<file path="config.mk">
export PLATFORM = sky130hd
export DESIGN_NAME = fit_policy_partition_allocator_top
export DESIGN_NICKNAME = d
export VERILOG_FILES = /design/src/rtl/core/fppa_pkg.sv /design/src/rtl/core/fppa_hole_table.sv /design/src/rtl/core/fit_policy_partition_allocator_top.sv
export SDC_FILE = /design/constraint.sdc
export NUM_CORES = 2
export LEC_CHECK = 0
export ABC_AREA = 1
export BUFFER_PORTS_ARGS = -buffer_cell sky130_fd_sc_hd__buf_2
export CORE_UTILIZATION = 64
export DETAILED_ROUTE_END_ITERATION = 7
export HOLD_SLACK_MARGIN = 0.1
export PLACE_DENSITY = 0.77
export SETUP_SLACK_MARGIN = 0.02
export SLEW_MARGIN = 20
export SYNTH_ARGS = -nofsm -noshare
export SYNTH_HDL_FRONTEND = slang
export SYNTH_SLANG_ARGS = --single-unit
</file>
<file path="constraint.sdc">
create_clock -name clk -period 5.1 [get_ports clk]
set_clock_uncertainty 0.15 [all_clocks]
set_input_delay 0.51 -clock clk [delete_from_list [all_inputs] [get_ports clk]]
set_output_delay 0.51 -clock clk [all_outputs]
set_load 0.05 [all_outputs]
</file>
<file path="src/rtl/core/fppa_pkg.sv">
// Package for the partition allocator: sizes, codes, payload and control types.
package fppa_pkg;

	// Table geometry
	localparam int MAX_HOLES = 16;
	localparam int SIZE_BITS = 16;
	localparam int HOLE_BITS = (MAX_HOLES > 1) ? $clog2(MAX_HOLES) : 1;
	localparam int CNT_BITS  = $clog2(MAX_HOLES + 1);

	// Fixed field widths of the transactions
	localparam int OP_W     = 2;
	localparam int SEL_W    = 4;
	localparam int AMT_W    = 16;
	localparam int PIECES_W = 8;

	// Configuration register indexes
	localparam logic CFG_POLICY       = 1'b0;
	localparam logic CFG_HOLES_IN_USE = 1'b1;

	// Operation codes
	localparam logic [OP_W-1:0] OP_LOAD    = 2'd0;
	localparam logic [OP_W-1:0] OP_ALLOC   = 2'd1;
	localparam logic [OP_W-1:0] OP_RESTORE = 2'd2;
	localparam logic [OP_W-1:0] OP_NONE    = 2'd3;

	// Placement policy codes (the unused code behaves as first fit)
	localparam logic [1:0] POL_FIRST = 2'd0;
	localparam logic [1:0] POL_BEST  = 2'd1;
	localparam logic [1:0] POL_WORST = 2'd2;

	localparam logic [PIECES_W-1:0] PIECES_MAX = '1;

	typedef logic [SIZE_BITS-1:0] size_t;
	typedef logic [HOLE_BITS-1:0] hole_idx_t;
	typedef logic [PIECES_W-1:0]  pieces_t;

	typedef struct packed {
		logic [OP_W-1:0]  op;
		logic [SEL_W-1:0] hole_select;
		logic [AMT_W-1:0] amount;
	} in_t;

	typedef struct packed {
		logic             granted;
		logic [SEL_W-1:0] chosen_hole;
		logic [AMT_W-1:0] left_over;
		pieces_t          pieces;
	} out_t;

	// Write controls from the sequencer to the hole table
	typedef struct packed {
		logic      load;
		hole_idx_t load_idx;
		size_t     load_val;
		logic      restore;
		logic      update;
		hole_idx_t upd_idx;
		size_t     upd_rem;
		pieces_t   upd_cnt;
	} tbl_ctrl_t;

	typedef enum logic [1:0] {
		ST_IDLE,
		ST_SCAN,
		ST_DONE
	} state_t;

	// Saturating piece count increment
	function automatic pieces_t pieces_inc(input pieces_t cnt);
		pieces_inc = (cnt == PIECES_MAX) ? cnt : cnt + pieces_t'(1);
	endfunction

endpackage

</file>
<file path="src/rtl/core/fppa_hole_table.sv">
// Hole table: original size, remaining size and piece count of every hole.
module fppa_hole_table (
	input  logic                    clk,
	input  logic                    arst_n,
	input  fppa_pkg::tbl_ctrl_t     ctrl,
	input  fppa_pkg::hole_idx_t     scan_idx,
	output fppa_pkg::size_t         scan_rem,
	input  fppa_pkg::hole_idx_t     pick_idx,
	output fppa_pkg::pieces_t       pick_cnt
);

	fppa_pkg::size_t   orig_q [fppa_pkg::MAX_HOLES];
	fppa_pkg::size_t   rem_q  [fppa_pkg::MAX_HOLES];
	fppa_pkg::pieces_t cnt_q  [fppa_pkg::MAX_HOLES];

	// Entry updates: load one hole, restore all, or take a placement
	always_ff @(posedge clk or negedge arst_n) begin
		if (!arst_n) begin
			for (int j = 0; j < fppa_pkg::MAX_HOLES; j++) begin
				orig_q[j] <= '0;
				rem_q[j]  <= '0;
				cnt_q[j]  <= '0;
			end
		end else if (ctrl.load) begin
			orig_q[ctrl.load_idx] <= ctrl.load_val;
			rem_q[ctrl.load_idx]  <= ctrl.load_val;
			cnt_q[ctrl.load_idx]  <= '0;
		end else if (ctrl.restore) begin
			for (int j = 0; j < fppa_pkg::MAX_HOLES; j++) begin
				rem_q[j] <= orig_q[j];
				cnt_q[j] <= '0;
			end
		end else if (ctrl.update) begin
			rem_q[ctrl.upd_idx] <= ctrl.upd_rem;
			cnt_q[ctrl.upd_idx] <= ctrl.upd_cnt;
		end
	end

	// Read ports: one for the scan, one for the chosen hole
	assign scan_rem = rem_q[scan_idx];
	assign pick_cnt = cnt_q[pick_idx];

endmodule

</file>
<file path="src/rtl/core/fit_policy_partition_allocator_top.sv">
// Top level of the partition allocator: sequencer, scan compare unit and output register.
//
// A transaction on the input channel is a load, an allocate or a restore. Loads,
// restores and unused codes pass from acceptance to the DONE state and are written
// to the result register once the output is free; the input then takes the next
// transaction. An allocate walks the table one hole per cycle through a single shared
// compare unit, and a closing step follows the last hole before the DONE state writes
// the result; holes_in_use is capped at sixteen holes searched, and first fit stops
// at the first hole that fits. The input is stalled while a transaction is in progress,
// and a finished result sits in an output register, so a waiting result only blocks
// the block once the next transaction has also finished. The user must write policy
// and holes_in_use through the configuration port only while the block is idle; the
// block itself does not enforce this.
module fit_policy_partition_allocator_top (
	input  logic                      clk,
	input  logic                      arst_n,
	input  logic                      in_valid,
	output logic                      in_stall,
	input  fppa_pkg::in_t             in_data,
	output logic                      out_valid,
	input  logic                      out_stall,
	output fppa_pkg::out_t            out_data,
	input  logic                      cfg_we,
	input  logic                      cfg_index,
	input  logic [4:0]                cfg_data
);

	fppa_pkg::state_t state_q, state_d;

	logic [1:0]                      policy_q;
	logic [4:0]                      holes_in_use_q;

	logic [fppa_pkg::OP_W-1:0]       op_q;
	logic [fppa_pkg::SEL_W-1:0]      sel_q;
	fppa_pkg::size_t                 amt_q;
	logic [fppa_pkg::CNT_BITS-1:0]   idx_q;
	logic                            found_q;
	fppa_pkg::hole_idx_t             pick_q;
	fppa_pkg::size_t                 best_q;

	logic                            out_valid_q;
	fppa_pkg::out_t                  out_data_q;

	fppa_pkg::tbl_ctrl_t             tbl_ctrl;
	fppa_pkg::size_t                 scan_rem;
	fppa_pkg::pieces_t               pick_cnt;

	logic                            in_accept;
	logic                            out_free;
	logic                            commit;
	logic [fppa_pkg::CNT_BITS-1:0]   n_holes;
	logic                            scan_live;
	logic                            fits;
	logic                            better;
	logic                            take;
	logic                            first_fit;
	logic                            scan_end;
	logic                            sel_ok;
	fppa_pkg::size_t                 new_rem;
	fppa_pkg::pieces_t               new_cnt;
	fppa_pkg::out_t                  res;

	assign in_accept = in_valid && !in_stall;
	assign out_free  = !out_valid_q || !out_stall;

	// Configuration registers
	always_ff @(posedge clk or negedge arst_n) begin
		if (!arst_n) begin
			policy_q       <= fppa_pkg::POL_FIRST;
			holes_in_use_q <= '0;
		end else if (cfg_we) begin
			case (cfg_index)
				fppa_pkg::CFG_POLICY:       policy_q       <= cfg_data[1:0];
				fppa_pkg::CFG_HOLES_IN_USE: holes_in_use_q <= cfg_data;
				default:                    ;
			endcase
		end
	end

	// Number of holes searched, capped at the table depth
	assign n_holes = (int'(holes_in_use_q) > fppa_pkg::MAX_HOLES)
		? fppa_pkg::CNT_BITS'(fppa_pkg::MAX_HOLES)
		: fppa_pkg::CNT_BITS'(holes_in_use_q);

	// Shared compare unit: one table entry per cycle
	assign first_fit = (policy_q != fppa_pkg::POL_BEST) && (policy_q != fppa_pkg::POL_WORST);
	assign scan_live = (idx_q != n_holes);
	assign fits      = (amt_q <= scan_rem);
	always_comb begin
		case (policy_q)
			fppa_pkg::POL_BEST:  better = (scan_rem < best_q);
			fppa_pkg::POL_WORST: better = (scan_rem > best_q);
			default:             better = 1'b0;
		endcase
	end
	assign take     = scan_live && fits && (!found_q || better);
	assign scan_end = !scan_live || (take && first_fit);

	// Next state
	always_comb begin
		state_d = state_q;
		case (state_q)
			fppa_pkg::ST_IDLE: begin
				if (in_accept)
					state_d = (in_data.op == fppa_pkg::OP_ALLOC) ? fppa_pkg::ST_SCAN
					                                            : fppa_pkg::ST_DONE;
			end
			fppa_pkg::ST_SCAN: begin
				if (scan_end)
					state_d = fppa_pkg::ST_DONE;
			end
			fppa_pkg::ST_DONE: begin
				if (out_free)
					state_d = fppa_pkg::ST_IDLE;
			end
			default: state_d = fppa_pkg::ST_IDLE;
		endcase
	end

	always_ff @(posedge clk or negedge arst_n) begin
		if (!arst_n)
			state_q <= fppa_pkg::ST_IDLE;
		else
			state_q <= state_d;
	end

	// Sequencer outputs
	always_comb begin
		in_stall = 1'b1;
		commit   = 1'b0;
		case (state_q)
			fppa_pkg::ST_IDLE: in_stall = 1'b0;
			fppa_pkg::ST_SCAN: ;
			fppa_pkg::ST_DONE: commit = out_free;
			default:           ;
		endcase
	end

	// Transaction and scan registers
	always_ff @(posedge clk or negedge arst_n) begin
		if (!arst_n) begin
			idx_q   <= '0;
			found_q <= 1'b0;
		end else if (in_accept) begin
			idx_q   <= '0;
			found_q <= 1'b0;
		end else if (state_q == fppa_pkg::ST_SCAN && scan_live) begin
			idx_q <= idx_q + fppa_pkg::CNT_BITS'(1);
			if (take)
				found_q <= 1'b1;
		end
	end

	always_ff @(posedge clk) begin
		if (in_accept) begin
			op_q  <= in_data.op;
			sel_q <= in_data.hole_select;
			amt_q <= fppa_pkg::SIZE_BITS'(in_data.amount);
		end
		if (state_q == fppa_pkg::ST_SCAN && take) begin
			pick_q <= idx_q[fppa_pkg::HOLE_BITS-1:0];
			best_q <= scan_rem;
		end
	end

	// Result of the finished transaction
	assign sel_ok  = (int'(sel_q) < fppa_pkg::MAX_HOLES);
	assign new_rem = best_q - amt_q;
	assign new_cnt = fppa_pkg::pieces_inc(pick_cnt);

	always_comb begin
		res = '0;
		case (op_q)
			fppa_pkg::OP_LOAD: begin
				if (sel_ok) begin
					res.granted     = 1'b1;
					res.chosen_hole = sel_q;
					res.left_over   = fppa_pkg::AMT_W'(amt_q);
				end
			end
			fppa_pkg::OP_ALLOC: begin
				if (found_q) begin
					res.granted     = 1'b1;
					res.chosen_hole = fppa_pkg::SEL_W'(pick_q);
					res.left_over   = fppa_pkg::AMT_W'(new_rem);
					res.pieces      = new_cnt;
				end
			end
			fppa_pkg::OP_RESTORE: res.granted = 1'b1;
			default:              ;
		endcase
	end

	// Table writes happen together with the result hand-off
	always_comb begin
		tbl_ctrl          = '0;
		tbl_ctrl.load_idx = fppa_pkg::HOLE_BITS'(sel_q);
		tbl_ctrl.load_val = amt_q;
		tbl_ctrl.upd_idx  = pick_q;
		tbl_ctrl.upd_rem  = new_rem;
		tbl_ctrl.upd_cnt  = new_cnt;
		tbl_ctrl.load     = commit && (op_q == fppa_pkg::OP_LOAD) && sel_ok;
		tbl_ctrl.restore  = commit && (op_q == fppa_pkg::OP_RESTORE);
		tbl_ctrl.update   = commit && (op_q == fppa_pkg::OP_ALLOC) && found_q;
	end

	fppa_hole_table u_table (
		.clk      (clk),
		.arst_n   (arst_n),
		.ctrl     (tbl_ctrl),
		.scan_idx (idx_q[fppa_pkg::HOLE_BITS-1:0]),
		.scan_rem (scan_rem),
		.pick_idx (pick_q),
		.pick_cnt (pick_cnt)
	);

	// Output register
	always_ff @(posedge clk or negedge arst_n) begin
		if (!arst_n)
			out_valid_q <= 1'b0;
		else if (commit)
			out_valid_q <= 1'b1;
		else if (!out_stall)
			out_valid_q <= 1'b0;
	end

	always_ff @(posedge clk) begin
		if (commit)
			out_data_q <= res;
	end

	assign out_valid = out_valid_q;
	assign out_data  = out_data_q;

endmodule

</file>
* Word level (Yosys, flattened, before mapping)
Index checks and enable logic that the tools add are counted.
Widths: inputs -> output; s select.
** Storage, ports and cells
- Flip-flop bits (word level) :: 727
- Input port bits :: 33
- Output and inout port bits :: 31
- Logic and storage cells :: 171
** Operators by class
- Add/sub/neg operators :: 3
- Magnitude comparators :: 9
- Equality and inequality tests :: 15
- Muxes and demuxes :: 44
- Bitwise gates (word level) :: 6
- Reductions and logical operators :: 31
** Operator list (number)
- $bwmux 256 :: 3
- $mux 256 :: 3
- $mux 128 :: 3
- $and 128x128->128 :: 1
- $bwmux 128 :: 1
- $demux 16 s4 :: 2
- $not 128->128 :: 1
- $bmux 16 s4 :: 1
- $demux 8 s4 :: 2
- $mux 16 :: 4
- $mux 8 :: 5
- $pmux 20 s2 :: 1
- $bmux 8 s4 :: 1
- $mux 29 :: 1
- $gt 16x16->1 :: 1
- $le 16x16->1 :: 1
- $lt 16x16->1 :: 1
- $sub 16x16->16 :: 1
- $ge 5x5->1 const B :: 3
- $mux 5 :: 3
- $not 4->5 :: 3
- $logic_and 1x1->1 :: 13
- $lt 5x1->1 const B :: 2
- $add 8x1->8 const B :: 1
- other kinds (21) :: 50

* Longest topological paths before layout
- Word-level depth :: 12
- Gate-level depth with buffers :: 27
- Depth with buffers taken out :: 23

* Cells and area by module
From an unflattened synthesis, not the netlist that was laid out.
** Unflattened totals
- Cell total of the unflattened synthesis :: 5720
- Area, all modules :: 39759.4 um^2
** Modules (own cells, without submodules)
- fppa_hole_table :: times used 1, cells an instance 5195, area an instance 34692.0 um^2, seq. area each 16015.4 um^2
- fit_policy_partition_allocator_top :: times used 1, cells an instance 525, area an instance 5067.4 um^2, seq. area each 2532.4 um^2

* Least setup slack after synthesis
Ideal clock, no wire load.
- Kind :: register -> register
- Start point :: register idx_q[0] (netlist name)
- End point :: register best_q[0], enable pin
- Setup time :: 0.376 ns
- Arrival time :: 3.205 ns
- Data required time :: 4.574 ns
- Slack :: 1.370 ns
- Cell stages (with the launch flop) :: 18
- Buffers on the path :: 4
- Period minus slack after synthesis :: 3.730 ns
- Cell sequence :: dfrtp_1 -> clkbuf_1 -> inv_1 -> clkbuf_1 -> clkbuf_1 -> buf_1 -> nor2_1 -> o22ai_1 -> nand2_1 -> nand3_1 -> inv_1 -> ha_1 -> nand4_1 -> nor3_1 -> nand3_1 -> a21oi_1 -> nand3_1 -> inv_1
** On the way
- Longest elaborated chain between the ends :: 9
- Elaborated cells between the ends (all ways) :: 13
- Those cells by class :: 3 x order compare; 1 x eq/ne; 4 x mux; 1 x bitwise; 4 x reduce/logical
** Ends and longest elaborated chain
- start, declared :: RTL line fit_policy_partition_allocator_top.sv:36 : logic [fppa_pkg::CNT_BITS-1:0] idx_q;
- start signal, assigned :: RTL line fit_policy_partition_allocator_top.sv:148 : idx_q <= idx_q + fppa_pkg::CNT_BITS'(1);
- $not 4->5 (not written as such) * :: RTL line fppa_hole_table.sv:40 : assign scan_rem = rem_q[scan_idx];
- $bmux 16 s4 * :: RTL line fppa_hole_table.sv:40
- $mux 16 (not written as such) * (2 in a row) :: RTL line fppa_hole_table.sv:40
- net scan_rem[13] :: RTL line fit_policy_partition_allocator_top.sv:45 : fppa_pkg::size_t scan_rem;
- $gt 16x16->1 / $lt 16x16->1 (equally long branches) :: RTL line fit_policy_partition_allocator_top.sv:92, fit_policy_partition_allocator_top.sv:91
- $pmux 1 s2 :: RTL line fit_policy_partition_allocator_top.sv:90 : case (policy_q)
- $logic_or 1x1->1 :: RTL line fit_policy_partition_allocator_top.sv:96 : assign take = scan_live && fits && (!found_q || better);
- $logic_and 1x1->1 * :: RTL line fit_policy_partition_allocator_top.sv:96
- $logic_and 1x1->1 * :: RTL line fit_policy_partition_allocator_top.sv:160 : if (state_q == fppa_pkg::ST_SCAN && take) begin
- end signal, assigned :: RTL line fit_policy_partition_allocator_top.sv:162 : best_q <= scan_rem;
- end, declared :: RTL line fit_policy_partition_allocator_top.sv:39 : fppa_pkg::size_t best_q;
The timed path passes the listed nets; every way through them passes the cells marked *. The select of a mux whose other input is x is not followed.
A chain may end at the register's enable or synchronous reset.

* Final worst setup path
- Start point :: register idx_q[0] (netlist name)
- End point :: register best_q[4], enable pin
** On the way
- Longest elaborated chain between the ends :: 9
- Elaborated cells between the ends (all ways) :: 13
- Those cells by class :: 3 x order compare; 1 x eq/ne; 4 x mux; 1 x bitwise; 4 x reduce/logical
** Ends and longest elaborated chain (RTL line)
- $not 4->5 (not written as such) :: fppa_hole_table.sv:40
- $bmux 16 s4 :: fppa_hole_table.sv:40
- $mux 16 (not written as such) (2 in a row) :: fppa_hole_table.sv:40
- $gt 16x16->1 / $lt 16x16->1 (equally long branches) :: fit_policy_partition_allocator_top.sv:92, fit_policy_partition_allocator_top.sv:91
- $pmux 1 s2 :: fit_policy_partition_allocator_top.sv:90
- $logic_or 1x1->1 :: fit_policy_partition_allocator_top.sv:96
- $logic_and 1x1->1 * :: fit_policy_partition_allocator_top.sv:96
- $logic_and 1x1->1 * :: fit_policy_partition_allocator_top.sv:160
Every way passes the cells marked *; elsewhere a longest branch is shown, timed or not. The select of a mux whose other input is x is not followed.

==> impl_metrics.prom <==
# TYPE chip_impl_metric gauge
chip_impl_info{name="outcome",value="complete, no violations"} 1
chip_impl_metric{name="grt_max_degree",unit=""} 151
chip_impl_metric{name="largest_stage_delay_on_the_critical_path",unit="ps"} 500
chip_impl_metric{name="cts_htree_levels",unit=""} 3
chip_impl_metric{name="maxCapViolCount",unit=""} 0
chip_impl_info{name="crit_family",value="buffers and inverters"} 1
chip_impl_metric{name="die_w",unit="um"} 242
chip_impl_metric{name="cts_sinks",unit=""} 727
chip_impl_metric{name="clockBufferDepth",unit=""} 3
chip_impl_metric{name="finalSetupViolations",unit=""} 0
chip_impl_metric{name="tightestPinTransition",unit="ps"} 1190
chip_impl_metric{name="maxSlewHeadroom",unit="%"} 20.3
chip_impl_metric{name="worstSkewPairLatency",unit="ps"} 650
chip_impl_metric{name="grt_remaining_overflow",unit=""} 0
chip_impl_metric{name="synth_area_per_cell",unit="sq um"} 7.99
chip_impl_info{name="rsz_0062_raised_after_global_routing",value="false"} 1
chip_impl_metric{name="synthesis.area",unit="sq mm"} 0.0368
chip_impl_info{name="cts_root_buf",value="sky130_fd_sc_hd__clkbuf_16"} 1
chip_impl_metric{name="worst-path-max-fanout",unit=""} 63
chip_impl_metric{name="growth_of_design_area_from_synthesis_to_finish",unit="%"} 10.7
chip_impl_metric{name="drt_iter0_markers",unit=""} 4241
chip_impl_metric{name="flops_latches_synth",unit=""} 727
chip_impl_metric{name="diodes",unit=""} 0
chip_impl_metric{name="fp.dieArea",unit="sq mm"} 0.0585
chip_impl_metric{name="drtAntennaViolNets",unit=""} 0
chip_impl_metric{name="grt.total_usage",unit="%"} 42.3
chip_impl_metric{name="proportion_of_synthesized_chip_area_in_sequential_cells",unit="%"} 50.4
chip_impl_metric{name="postCtsResizedCells",unit=""} 0
chip_impl_metric{name="routability_congestion",unit=""} 0.982
chip_impl_metric{name="tritoncts.num_buffers",unit=""} 78
chip_impl_metric{name="grt_pass1_vias",unit=""} 33600
chip_impl_info{name="cp_cell_sequence",value="inv_4, buf_12, o21ai_0, o22ai_1, nand2_1, and3_1, ha_1, nand2_1, nor3_1, nand3_1, a21oi_1, nand3_1, inv_1, buf_4"} 1
chip_impl_metric{name="detail_route.wirelength",unit="um"} 123000
chip_impl_metric{name="antenna_found_initial",unit=""} 0
chip_impl_metric{name="worst_ir_drop_vdd",unit="V"} 0.000354
chip_impl_metric{name="nets_finish",unit=""} 4654
chip_impl_metric{name="worst-endpoint-arrival",unit="ps"} 4460
chip_impl_info{name="timing.setup.critical_path_class",value="register to register"} 1
chip_impl_metric{name="ios",unit=""} 64
chip_impl_metric{name="wire_per_inst",unit="um"} 22.9
chip_impl_metric{name="design.core.area",unit="sq mm"} 0.0566
chip_impl_info{name="crit_path_end_kind",value="register"} 1
chip_impl_metric{name="power.leakage",unit="uW"} 0.0190
chip_impl_info{name="commonest_cells_after_routing_fill_and_taps_aside",value="1105 x sky130_fd_sc_hd__nand2_1, 654 x sky130_fd_sc_hd__dfrtp_1, 489 x sky130_fd_sc_hd__nor2_1"} 1
chip_impl_metric{name="setup_tns",unit="ps"} 0
chip_impl_metric{name="drive_above_1_share",unit="%"} 9.13
chip_impl_metric{name="timing.fmax",unit="MHz"} 233
chip_impl_metric{name="die_y",unit="um"} 242
chip_impl_metric{name="grt_pass1_wl",unit="um"} 192000
chip_impl_metric{name="hold_viol",unit=""} 0
chip_impl_metric{name="powerDensity",unit="mW/mm^2"} 586
chip_impl_metric{name="synth_warnings",unit=""} 0
chip_impl_info{name="cpMaxStageDelayCell",value="sky130_fd_sc_hd__dfrtp_4"} 1
chip_impl_metric{name="dpl_worst_slack",unit="ps"} 993
chip_impl_metric{name="initial_utilization",unit="%"} 65.1
chip_impl_metric{name="stdcell_area",unit="sq mm"} 0.0408
chip_impl_info{name="kind_of_start_point_of_the_critical_path",value="register"} 1
chip_impl_metric{name="clk_pin_slew_worst_paths",unit="ps"} 60
chip_impl_metric{name="dpl-instance-area",unit="sq mm"} 0.0378
chip_impl_metric{name="post_synthesis_instance_total",unit=""} 4608
chip_impl_metric{name="timing.final.crit_period",unit="ps"} 4280
chip_impl_metric{name="slew_violations",unit=""} 0
chip_impl_info{name="final_common_cell",value="sky130_fd_sc_hd__nand2_1"} 1
chip_impl_metric{name="hold_slack",unit="ps"} 222
chip_impl_metric{name="io_buffers",unit=""} 63
chip_impl_metric{name="dpl.hpwl",unit="um"} 77700
chip_impl_info{name="class_of_the_tightest_hold_or_removal_check",value="input pin to register"} 1
chip_impl_metric{name="dr.pass1.iters",unit=""} 6
chip_impl_metric{name="post_detailed_route_drc_marker_count",unit=""} 0
chip_impl_metric{name="worst-path-buf-inv",unit=""} 4
chip_impl_metric{name="setup_slack_after_layout",unit="ps"} 816
chip_impl_metric{name="placement_rows",unit=""} 87
chip_impl_metric{name="synth_cell_types",unit=""} 47
chip_impl_metric{name="fin_util",unit="%"} 72.1
chip_impl_metric{name="vias",unit=""} 34500
chip_impl_metric{name="worst_ep_required_time",unit="ps"} 5280
chip_impl_metric{name="synth_nets",unit=""} 4693
chip_impl_info{name="cts_tree",value="yes"} 1
chip_impl_metric{name="min_period_over_period",unit="%"} 84.0
chip_impl_metric{name="post_drt_via_cell_ratio",unit=""} 6.40
[report_power, final]
part	internal, uW	switching, uW
logic	2690	5980
clock network	3490	2470
registers	8040	1240
[flip-flops by register name, summed over array words and instances, names as in the netlist, 4 cells and up]
register,cells
holes_in_use_q,5
idx_q,5
u_table.orig_q,256
sel_q,4
out_data,29
u_table.cnt_q,128
pick_q,4
amt_q,16
best_q,16
u_table.rem_q,256
[per-stage QoR]
step / std cells / power [uW]
3_3_place_gp: 5213 / 17400
2_1_floorplan: 4608 / 14600
5_1_grt: 5390 / 25100
6_report: 5390 / 23900
3_5_place_dp: 5213 / 17600
4_1_cts: 5390 / 23600
[metal layers]
metal | vias to the layer above | GRT usage [%] | wire length (um)
met4 | 0 | 29.6 | 9340
met3 | 573 | 9.12 | 13500
met1 | 16400 | 53.8 | 44700
met2 | 2217 | 65.1 | 55600
li1 | 15300 | - | -
met5 | - | 0 | 0
[worst paths after layout]
check	start	end	slack [ps]	cells after the start
worst max-delay path	idx_q[0]$_DFFE_PN0P_	best_q[4]$_DFFE_PP_	820	14
worst min-delay path	cfg_we	holes_in_use_q[2]$_DFFE_PN0P_	220	3
worst max register to register	idx_q[0]$_DFFE_PN0P_	best_q[4]$_DFFE_PP_	820	14
worst min register to register	u_table.cnt_q[86]$_DFFE_PN0P_	u_table.cnt_q[86]$_DFFE_PN0P_	330	2
max in group asynchronous	arst_n	u_table.cnt_q[86]$_DFFE_PN0P_	3170	3
min in group asynchronous	arst_n	u_table.orig_q[52]$_DFFE_PN0P_	420	2
[synth_stat cells (all sizes together)]
library cell	instances	share of area, %
a211oi	1	0.020
a21boi	1	0.020
a21o	3	0.061
a21oi	287	3.9
a22o	7	0.17
a22oi	2	0.041
a31oi	154	2.6
and3	5	0.085
buf	89	1.4
clkbuf	232	2.4
clkinv	10	0.10
dfrtp	656	45
edfxtp	71	5.8
fa	1	0.054
ha	51	1.7
inv	397	4.0
mux2	48	1.5
nand2	1120	12
nand3	166	2.3
nand3b	2	0.041
nand4	29	0.49
nor2	503	5.2
nor3	14	0.39
o211ai	10	0.20
o21a	2	0.041
o21ai	487	6.6
o21bai	6	0.14
o221ai	22	0.52
o22ai	215	3.7
o32ai	2	0.048
o41ai	1	0.024
or2	1	0.017
xnor2	8	0.19
xor2	5	0.12
[layout make-up]
| cell class | count | area [sq um] |
|---|---|---|
| Inverter | 407 | 1540 |
| Clock buffer | 120 | 2300 |
| Timing Repair Buffer | 202 | 1570 |
| Sequential cell | 727 | 18600 |
| Clock inverter | 25 | 372 |
| Multi-Input combinational cell | 3153 | 15500 |
| Fill cell | 4429 | 15800 |
| Tap cell | 756 | 946 |
[worst register-to-register path, cell delays in order, from the launching register on]
cell                      delay [ps]
sky130_fd_sc_hd__dfrtp_4         500
sky130_fd_sc_hd__inv_4           280
sky130_fd_sc_hd__buf_12          320
sky130_fd_sc_hd__o21ai_0         150
sky130_fd_sc_hd__o22ai_1         440
sky130_fd_sc_hd__nand2_1         110
sky130_fd_sc_hd__and3_1          230
sky130_fd_sc_hd__ha_1            290
sky130_fd_sc_hd__nand2_1          60
sky130_fd_sc_hd__nor3_1          380
sky130_fd_sc_hd__nand3_1         130
sky130_fd_sc_hd__a21oi_1         210
sky130_fd_sc_hd__nand3_1         100
sky130_fd_sc_hd__inv_1           300
sky130_fd_sc_hd__buf_4           310
[what timing repair did]
action | 4_1_cts | 5_1_grt
hold buffers | 32 | 0
setup buffers | 0 | 0
hold endpoints to repair | 137 | 0
[kinds of logic after synthesis]
logic type      share of synthesized area (%)
simple gates                             20.1
fa+ha+maj                                1.79
buf+inv                                  7.90
xor+xnor                                0.309
compound gates                           18.1
mux                                      1.47
flops                                    50.4
(Power assumes the default switching activity.)
